==> src/rtl/core/dtu_pkg.sv <==
// Package for the decimal text to unsigned converter.
// Holds the payload types, status, width and character codes, the byte class helpers and the width check.
// No dependencies; the interfaces and the top level import it.
package dtu_pkg;

  typedef logic [7:0]  char_t;
  typedef logic [63:0] value_t;
  typedef logic [1:0]  status_t;
  typedef logic [1:0]  width_code_t;

  // Result status codes.
  localparam status_t STATUS_OK      = 2'd0;
  localparam status_t STATUS_INVALID = 2'd1;
  localparam status_t STATUS_RANGE   = 2'd2;

  // Target width codes.
  localparam width_code_t WIDTH_8  = 2'd0;
  localparam width_code_t WIDTH_16 = 2'd1;
  localparam width_code_t WIDTH_32 = 2'd2;
  localparam width_code_t WIDTH_64 = 2'd3;

  // Character codes.
  localparam char_t CHAR_NUL   = 8'h00;
  localparam char_t CHAR_TAB   = 8'h09;
  localparam char_t CHAR_CR    = 8'h0D;
  localparam char_t CHAR_SPACE = 8'h20;
  localparam char_t CHAR_PLUS  = 8'h2B;
  localparam char_t CHAR_MINUS = 8'h2D;
  localparam char_t CHAR_ZERO  = 8'h30;
  localparam char_t CHAR_NINE  = 8'h39;

  // Space, tab, newline, vertical tab, form feed or carriage return.
  function automatic logic is_space(input char_t c);
    return (c == CHAR_SPACE) || ((c >= CHAR_TAB) && (c <= CHAR_CR));
  endfunction

  function automatic logic is_digit(input char_t c);
    return (c >= CHAR_ZERO) && (c <= CHAR_NINE);
  endfunction

  // True when the value does not fit in the selected target width.
  function automatic logic exceeds_width(input value_t v, input width_code_t code);
    logic res;
    case (code)
      WIDTH_8:  res = |v[63:8];
      WIDTH_16: res = |v[63:16];
      WIDTH_32: res = |v[63:32];
      default:  res = 1'b0;
    endcase
    return res;
  endfunction

endpackage

==> src/rtl/core/dtu_char_if.sv <==
// Input channel of the decimal text converter: one text byte per item.
// Depends on dtu_pkg for the byte type.
interface dtu_char_if import dtu_pkg::*; ();
  logic  valid;
  logic  ready;
  char_t char_byte;

  modport source (output valid, output char_byte, input ready);
  modport sink   (input valid, input char_byte, output ready);
endinterface

==> src/rtl/core/dtu_result_if.sv <==
// Result channel of the decimal text converter: value and status per item.
// Depends on dtu_pkg for the value and status types.
interface dtu_result_if import dtu_pkg::*; ();
  logic    valid;
  logic    ready;
  value_t  parsed_value;
  status_t parse_status;

  modport source (output valid, output parsed_value, output parse_status, input ready);
  modport sink   (input valid, input parsed_value, input parse_status, output ready);
endinterface

==> src/rtl/core/decimal_text_to_unsigned.sv <==
// Decimal text to unsigned integer converter, top level.
// Depends on dtu_pkg, dtu_char_if and dtu_result_if.
//
// The block takes one text byte per cycle, one item per cycle, but holds a zero
// byte in the input register until the result register is free. A zero byte
// ends the string and produces one result, registered in the input register and
// then the result register; other bytes produce no result. The rate is set by the
// per-byte scan update, a times-ten add on the 64-bit accumulator and phase update.
// The width register (cfg_wdata, reset to 64 bit) is read when a string ends and
// should be written only while no string is in progress.
module decimal_text_to_unsigned import dtu_pkg::*; (
  input  logic                clk,
  input  logic                rst_n,
  dtu_char_if.sink            in_chan,
  dtu_result_if.source        out_chan,
  input  logic                cfg_we,
  input  width_code_t         cfg_wdata
);

  typedef enum logic [2:0] {
    PH_LEAD   = 3'd0,
    PH_SIGN   = 3'd1,
    PH_DIGITS = 3'd2,
    PH_TRAIL  = 3'd3,
    PH_JUNK   = 3'd4
  } phase_t;

  // Registers.
  width_code_t width_code_r;
  logic        s1_valid_r,  s1_valid_nxt;
  char_t       s1_byte_r,   s1_byte_nxt;
  phase_t      phase_r,     phase_nxt;
  value_t      acc_r,       acc_nxt;
  logic        ovf_r,       ovf_nxt;
  logic        minus_r,     minus_nxt;
  logic        any_r,       any_nxt;
  logic        out_valid_r, out_valid_nxt;
  value_t      out_value_r, out_value_nxt;
  status_t     out_status_r, out_status_nxt;

  logic        out_free;
  logic        is_term;
  logic        s1_fire;
  logic        in_fire;
  logic [3:0]  digit;
  logic [67:0] times_ten;
  logic        digit_ovf;
  value_t      acc_digit;
  logic        ovf_digit;

  // Handshake: the input register drains when its byte is not a terminator,
  // or when the result register can take the result.
  assign out_free     = !out_valid_r || out_chan.ready;
  assign is_term      = (s1_byte_r == CHAR_NUL);
  assign s1_fire      = s1_valid_r && (!is_term || out_free);
  assign in_chan.ready = !s1_valid_r || s1_fire;
  assign in_fire      = in_chan.valid && in_chan.ready;

  assign out_chan.valid        = out_valid_r;
  assign out_chan.parsed_value = out_value_r;
  assign out_chan.parse_status = out_status_r;

  // Times ten plus digit, with saturation once the run leaves 64 bits.
  assign digit     = s1_byte_r[3:0] - CHAR_ZERO[3:0];
  assign times_ten = {1'b0, acc_r, 3'b000} + {3'b000, acc_r, 1'b0} + {64'd0, digit};
  assign digit_ovf = ovf_r || (|times_ten[67:64]);
  assign ovf_digit = digit_ovf;
  assign acc_digit = digit_ovf ? {64{1'b1}} : times_ten[63:0];

  // Scan update and result formation.
  always_comb begin
    s1_valid_nxt   = s1_valid_r;
    s1_byte_nxt    = s1_byte_r;
    phase_nxt      = phase_r;
    acc_nxt        = acc_r;
    ovf_nxt        = ovf_r;
    minus_nxt      = minus_r;
    any_nxt        = any_r;
    out_valid_nxt  = out_valid_r;
    out_value_nxt  = out_value_r;
    out_status_nxt = out_status_r;

    if (out_chan.ready) begin
      out_valid_nxt = 1'b0;
    end

    if (s1_fire) begin
      s1_valid_nxt = 1'b0;
      if (is_term) begin
        // End of string: classify, emit and return to the start state.
        out_valid_nxt = 1'b1;
        out_value_nxt = '0;
        if (!any_r || minus_r) begin
          out_status_nxt = STATUS_INVALID;
        end else if (ovf_r || exceeds_width(acc_r, width_code_r)) begin
          out_status_nxt = STATUS_RANGE;
        end else if (phase_r == PH_SIGN || phase_r == PH_JUNK) begin
          out_status_nxt = STATUS_INVALID;
        end else begin
          out_status_nxt = STATUS_OK;
          out_value_nxt  = acc_r;
        end
        phase_nxt = PH_LEAD;
        acc_nxt   = '0;
        ovf_nxt   = 1'b0;
        minus_nxt = 1'b0;
        any_nxt   = 1'b0;
      end else begin
        any_nxt = 1'b1;
        if (s1_byte_r == CHAR_MINUS) begin
          minus_nxt = 1'b1;
        end
        case (phase_r)
          PH_LEAD: begin
            if (is_space(s1_byte_r)) begin
              phase_nxt = PH_LEAD;
            end else if (s1_byte_r == CHAR_PLUS) begin
              phase_nxt = PH_SIGN;
            end else if (is_digit(s1_byte_r)) begin
              acc_nxt   = acc_digit;
              ovf_nxt   = ovf_digit;
              phase_nxt = PH_DIGITS;
            end else begin
              phase_nxt = PH_JUNK;
            end
          end
          PH_SIGN: begin
            if (is_digit(s1_byte_r)) begin
              acc_nxt   = acc_digit;
              ovf_nxt   = ovf_digit;
              phase_nxt = PH_DIGITS;
            end else begin
              phase_nxt = PH_JUNK;
            end
          end
          PH_DIGITS: begin
            if (is_digit(s1_byte_r)) begin
              acc_nxt = acc_digit;
              ovf_nxt = ovf_digit;
            end else if (is_space(s1_byte_r)) begin
              phase_nxt = PH_TRAIL;
            end else begin
              phase_nxt = PH_JUNK;
            end
          end
          PH_TRAIL: begin
            if (!is_space(s1_byte_r)) begin
              phase_nxt = PH_JUNK;
            end
          end
          default: begin
            phase_nxt = PH_JUNK;
          end
        endcase
      end
    end

    // Capture a new item into the input register.
    if (in_fire) begin
      s1_valid_nxt = 1'b1;
      s1_byte_nxt  = in_chan.char_byte;
    end
  end

  // State and registered outputs.
  always_ff @(posedge clk) begin
    if (!rst_n) begin
      width_code_r <= WIDTH_64;
      s1_valid_r   <= 1'b0;
      phase_r      <= PH_LEAD;
      acc_r        <= '0;
      ovf_r        <= 1'b0;
      minus_r      <= 1'b0;
      any_r        <= 1'b0;
      out_valid_r  <= 1'b0;
    end else begin
      if (cfg_we) begin
        width_code_r <= cfg_wdata;
      end
      s1_valid_r  <= s1_valid_nxt;
      phase_r     <= phase_nxt;
      acc_r       <= acc_nxt;
      ovf_r       <= ovf_nxt;
      minus_r     <= minus_nxt;
      any_r       <= any_nxt;
      out_valid_r <= out_valid_nxt;
    end
    s1_byte_r    <= s1_byte_nxt;
    out_value_r  <= out_value_nxt;
    out_status_r <= out_status_nxt;
  end

`ifndef SYNTHESIS
  // A failed string never carries a value.
  assert property (@(posedge clk) disable iff (!rst_n)
    (out_valid_r && out_status_r != STATUS_OK) |-> (out_value_r == '0))
    else $error("nonzero value with failing status");

  // Status is always one of the three defined codes.
  assert property (@(posedge clk) disable iff (!rst_n)
    out_valid_r |-> (out_status_r == STATUS_OK || out_status_r == STATUS_INVALID ||
                     out_status_r == STATUS_RANGE))
    else $error("undefined status code");

  // A saturated digit run holds the all-ones value.
  assert property (@(posedge clk) disable iff (!rst_n)
    ovf_r |-> (acc_r == {64{1'b1}}))
    else $error("overflow flag without saturated accumulator");

  // A terminator returns the scan to its start state and raises a result.
  assert property (@(posedge clk) disable iff (!rst_n)
    (s1_fire && is_term) |=> (out_valid_r && phase_r == PH_LEAD && acc_r == '0 &&
                              !any_r && !minus_r && !ovf_r))
    else $error("terminator did not close the string");

  // In the leading phase the accumulator is still zero and no overflow is flagged.
  assert property (@(posedge clk) disable iff (!rst_n)
    (phase_r == PH_LEAD) |-> (acc_r == '0 && !ovf_r))
    else $error("accumulator nonzero before the digit run");
`endif

endmodule
==> src/flat_wrapper.sv <==
// flat-port wrapper written by rule: the top's interface ports become plain ports
module decimal_text_to_unsigned_flat import dtu_pkg::*;
  (clk, rst_n, cfg_we, cfg_wdata, in_chan_valid, in_chan_char_byte, in_chan_ready, out_chan_valid, out_chan_parsed_value, out_chan_parse_status, out_chan_ready);
  dtu_char_if in_chan_i ();
  dtu_result_if out_chan_i ();
  input  logic clk;
  input  logic rst_n;
  input  logic cfg_we;
  input  width_code_t cfg_wdata;
  input wire logic [$bits(in_chan_i.valid)-1:0] in_chan_valid;
  input wire logic [$bits(in_chan_i.char_byte)-1:0] in_chan_char_byte;
  output wire logic [$bits(in_chan_i.ready)-1:0] in_chan_ready;
  output wire logic [$bits(out_chan_i.valid)-1:0] out_chan_valid;
  output wire logic [$bits(out_chan_i.parsed_value)-1:0] out_chan_parsed_value;
  output wire logic [$bits(out_chan_i.parse_status)-1:0] out_chan_parse_status;
  input wire logic [$bits(out_chan_i.ready)-1:0] out_chan_ready;
  assign in_chan_i.valid = in_chan_valid;
  assign in_chan_i.char_byte = in_chan_char_byte;
  assign in_chan_ready = in_chan_i.ready;
  assign out_chan_valid = out_chan_i.valid;
  assign out_chan_parsed_value = out_chan_i.parsed_value;
  assign out_chan_parse_status = out_chan_i.parse_status;
  assign out_chan_i.ready = out_chan_ready;
  decimal_text_to_unsigned u_core (.clk(clk), .rst_n(rst_n), .in_chan(in_chan_i), .out_chan(out_chan_i), .cfg_we(cfg_we), .cfg_wdata(cfg_wdata));
endmodule
==> config.mk <==
export PLATFORM = sky130hd
export DESIGN_NAME = decimal_text_to_unsigned_flat
export DESIGN_NICKNAME = d
export VERILOG_FILES = /design/src/rtl/core/dtu_pkg.sv /design/src/rtl/core/dtu_char_if.sv /design/src/rtl/core/dtu_result_if.sv /design/src/rtl/core/decimal_text_to_unsigned.sv /design/src/flat_wrapper.sv
export SDC_FILE = /design/constraint.sdc
export NUM_CORES = 1
export LEC_CHECK = 0
export CORE_MARGIN = 2
export CORE_UTILIZATION = 55
export CTS_CLUSTER_SIZE = 30
export DETAILED_ROUTE_END_ITERATION = 6
export DONT_BUFFER_PORTS = 1
export PLACE_DENSITY = 0.7
export SLEW_MARGIN = 20
export SYNTH_ARGS = -nofsm -noshare
export SYNTH_HDL_FRONTEND = slang
export SYNTH_SLANG_ARGS = --single-unit
==> constraint.sdc <==
create_clock -name clk -period 5.55 [get_ports clk]
set_input_delay 1.11 -clock clk [delete_from_list [all_inputs] [get_ports clk]]
set_output_delay 1.11 -clock clk [all_outputs]
set_load 0.01 [all_outputs]
==> impl_metrics.py <==
metrics = {
    "placed_design": {
        "post-dp-hpwl_microns": 19300,
        "place_area_sq_um": 10700,
        "io_buffers": 0,
        "placed_cells": 1332,
        "place_congestion": 0.973,
    },
    "drt": {
        "dr.first_iter.drc_count": 801,
        "post_drt_wl_per_cell_microns": 19.7,
        "dr_total_vias": 8763,
        "drtAntennaViolNets": 0,
        "drcViolationCount": 2,
        "totalWireLength_microns": 26800,
        "drtPass1Iterations": 7,
        "via_per_inst": 6.42,
    },
    "synth": {
        "synth_common_cells": "155 x a21oi_1, 127 x ha_1, 92 x nand2_1",
        "yosys_warnings": 0,
        "synth_cells": 1144,
        "muxShareOfSynthArea": 0.00380,
        "yosys.area.top_type_share": 0.211,
        "synth_edf_count": 74,
        "syn_avg_cell_area_sq_um": 9.21,
        "synth_top_family_by_area": "compound AO/OA/AOI/OAI gates",
        "syn_area_sq_um": 10500,
        "synthAdderAreaFrac": 0.155,
        "synth_seq_cells": 148,
        "synth_area_leaders": "edfxtp_1 21%, ha_1 15%, dfxtp_1 14%",
        "async_flop_share": 0,
        "synthXorXnorAreaFrac": 0.0522,
        "yosys.area_share.simple": 0.175,
        "syn_nets": 1288,
        "yosysSeqAreaShare": 0.351,
        "synth.most_common_cell": "a21oi_1",
        "ys.flop_type": "edfxtp_1",
        "ys_types": 76,
        "synth_compound_area_frac": 0.230,
        "synth_area_leader_cell": "edfxtp_1",
    },
    "clock_network": {
        "cts-htree-levels": 4,
        "cts_setup_buffers": 0,
        "ctsResizeCount": 0,
        "insertion_delay_ps": 440,
        "cts_tree": "built",
        "cts_hold_buf": 0,
        "cts.clk_slew.worst_paths_ps": 70,
        "cts_root_buf": "clkbuf_16",
        "clockBufferDepth": 2,
        "cts_buffers": 17,
        "cts_sinks": 148,
    },
    "sta": {
        "setup_tns_ps": 0,
        "rsz0062_at_grt": "no",
        "setup_viol": 0,
        "slew-limit-headroom": 0.334,
        "fmax_mhz": 230,
        "min_period_ps": 4340,
        "drv_slew": 0,
        "fin_crit_sh": 0.782,
        "skew_ps": 11.8,
        "worst_pin_slew_ps": 991,
        "final-hold-violation-count": 0,
    },
    "cells_and_area": {
        "utilization": 0.599,
        "stdcell_area_sq_um": 11200,
        "layout.nets": 1261,
        "drive_above_1_share": 0.0850,
        "layoutNonFillerInstCount": 1364,
        "antennaDiodeCount": 0,
        "area_growth_pct": 6.67,
    },
    "power_and_ir_drop": {
        "swShare": 0.243,
        "clock_power_share": 0.480,
        "seqPwrFrac": 0.488,
        "power_leakage_nw": 4.37,
        "powerDensity_nw_per_um2": 212,
        "p_int_mw": 1.80,
        "p_sw_mw": 0.578,
        "combinationalPowerShare": 0.032,
        "vdd_drop_max_mv": 0.200,
    },
    "worst_setup_path": {
        "worst-path-buf-inv": 1,
        "critPathMaxFanout": 21,
        "crit_path_cell_trace": "fa_1 -> inv_1 -> fa_1 -> nand2b_1 -> a21oi_1 -> o21ai_0 -> a2111oi_2 -> o21ai_2 -> o21ai_1 -> xnor2_2 -> nand4_4 -> nand2_2 -> a21oi_1",
        "critPathKind": "flip-flop to flip-flop",
        "required_ps": 5840,
        "arrival_ps": 4630,
        "cpMaxStageDelayCell": "fa_1",
        "start_kind": "flip-flop",
        "r2r-end": "u_core.acc_r[27]",
        "cpPeakStageDelay_ps": 600,
        "ff2ff_path_depth": 13,
        "endpoint_kind": "flip-flop",
        "r2r_slack_ps": 1210,
        "critical_path.top_delay_family": "compound AO/OA/AOI/OAI gates",
        "critical_path_depth": 13,
        "worstReg2RegStart": "u_core.s1_byte_r[3]",
    },
    "grt": {
        "grtUsageMet3": 0.0511,
        "antenna_found_initial": 0,
        "grt_max_degree": 68,
        "grt_pass1_vias": 8486,
        "grt.met2_usage": 0.436,
        "grt_pass1_wl_microns": 44100,
        "busiest_layer": "met2",
        "track_usage": 0.274,
        "gr-total-overflow": 0,
        "gr-usage-met1": 0.382,
    },
    "hold_path": {
        "hp-start": "u_core.ovf_r",
        "whs_path_depth": 2,
        "min_to": "u_core.ovf_r",
        "holdCritPathClass": "flip-flop to flip-flop",
    },
    "job": {
        "max-cap-violations": 0,
    },
    "floorplan": {
        "die_h_microns": 142,
        "die_area_sq_um": 20300,
        "core-area_sq_um": 18800,
        "initial_core_util": 0.562,
        "die_w_microns": 142,
        "io-pin-count": 83,
        "num_rows": 50,
    },
    "outcome": {
        "violations": "DRC",
        "status": "complete, but fails checks",
    },
}
[flip-flops by register name (all words and copies together) (netlist names)]
name	flops
u_core.acc_r	64
u_core.out_chan.parsed_value	64
u_core.s1_byte_r	8
u_core.phase_r	3
u_core.out_chan.parse_status	2
u_core.width_code_r	2
u_core.any_r	1
u_core.minus_r	1
u_core.out_chan.valid	1
u_core.ovf_r	1
u_core.s1_valid_r	1
[routing by layer]
layer / up-vias / wire length (microns)
li1: 4240 / -
met1: 4200 / 12600
met2: 279 / 12100
met3: 44 / 1480
met4: 0 / 617
met5: - / 0
[cell families after synthesis]
group                      Yosys count
adders and majority gates          129
AOI/OAI and AO/OA                  372
xor gates and xnor gates            62
and+or+nand+nor                    355
buffers and inverters               74
muxes                                4
DFF                                148
[per-stage QoR]
stage	total power, mW	hold WS [ps]	worst slack, ps
final	2.38	482	1210
after global routing	2.44	536	811
after CTS	2.39	486	1220
after detailed placement	1.26	477	1260
after global placement	1.26	471	1330
after floorplan	1.24	436	1840
[worst register-to-register path: cells and delay by family (launching register included)]
| family | cells | cell delay [ps] |
|---|---|---|
| xor+xnor | 1 | 160 |
| compound gates | 6 | 1400 |
| simple gates | 3 | 1030 |
| fa+ha+maj | 2 | 1050 |
| flops | 1 | 490 |
| buf+inv | 1 | 60 |
[placed cells by master, fill, tap and decap left out, types with 24 or more instances in the layout]
cell,instances
xor2_1,28
nor2_1,64
nand4_1,24
nand3_1,31
ha_1,127
xnor2_1,33
edfxtp_1,74
dfxtp_1,74
and2_1,69
nand2_1,92
a21oi_1,155
o21ai_0,51
[final cells by class]
class / instances / area, sq um
inverter: 16 / 60.1
clock buffer: 17 / 425
sequential: 148 / 3700
timing repair buffer: 12 / 90.1
multi-input combinational: 922 / 6520
tap: 234 / 293
clock inverter: 15 / 146
fill: 1647 / 7530
[power groups by stage]
stage                     Sequential, mW  Combinational (mW)  Clock, mW
after global routing                1.16              0.0832       1.19
after CTS                           1.16              0.0750       1.15
final                               1.16              0.0755       1.14
after detailed placement            1.19              0.0743          0
after floorplan                     1.18              0.0579          0
after global placement              1.19              0.0733          0
[how the worst max path moves through the flow]
stage,slack (ps),startpoint,endpoint
3_3_place_gp,1330,u_core.s1_byte_r[3],u_core.acc_r[63]
6_report,1210,u_core.s1_byte_r[3],u_core.acc_r[27]
4_1_cts,1220,u_core.s1_byte_r[3],u_core.acc_r[27]
5_1_grt,810,u_core.s1_byte_r[3],u_core.acc_r[38]
3_5_place_dp,1260,u_core.s1_byte_r[3],u_core.acc_r[63]
2_1_floorplan,1840,out_chan_ready,u_core.acc_r[49]
(Power assumes the default switching activity.)
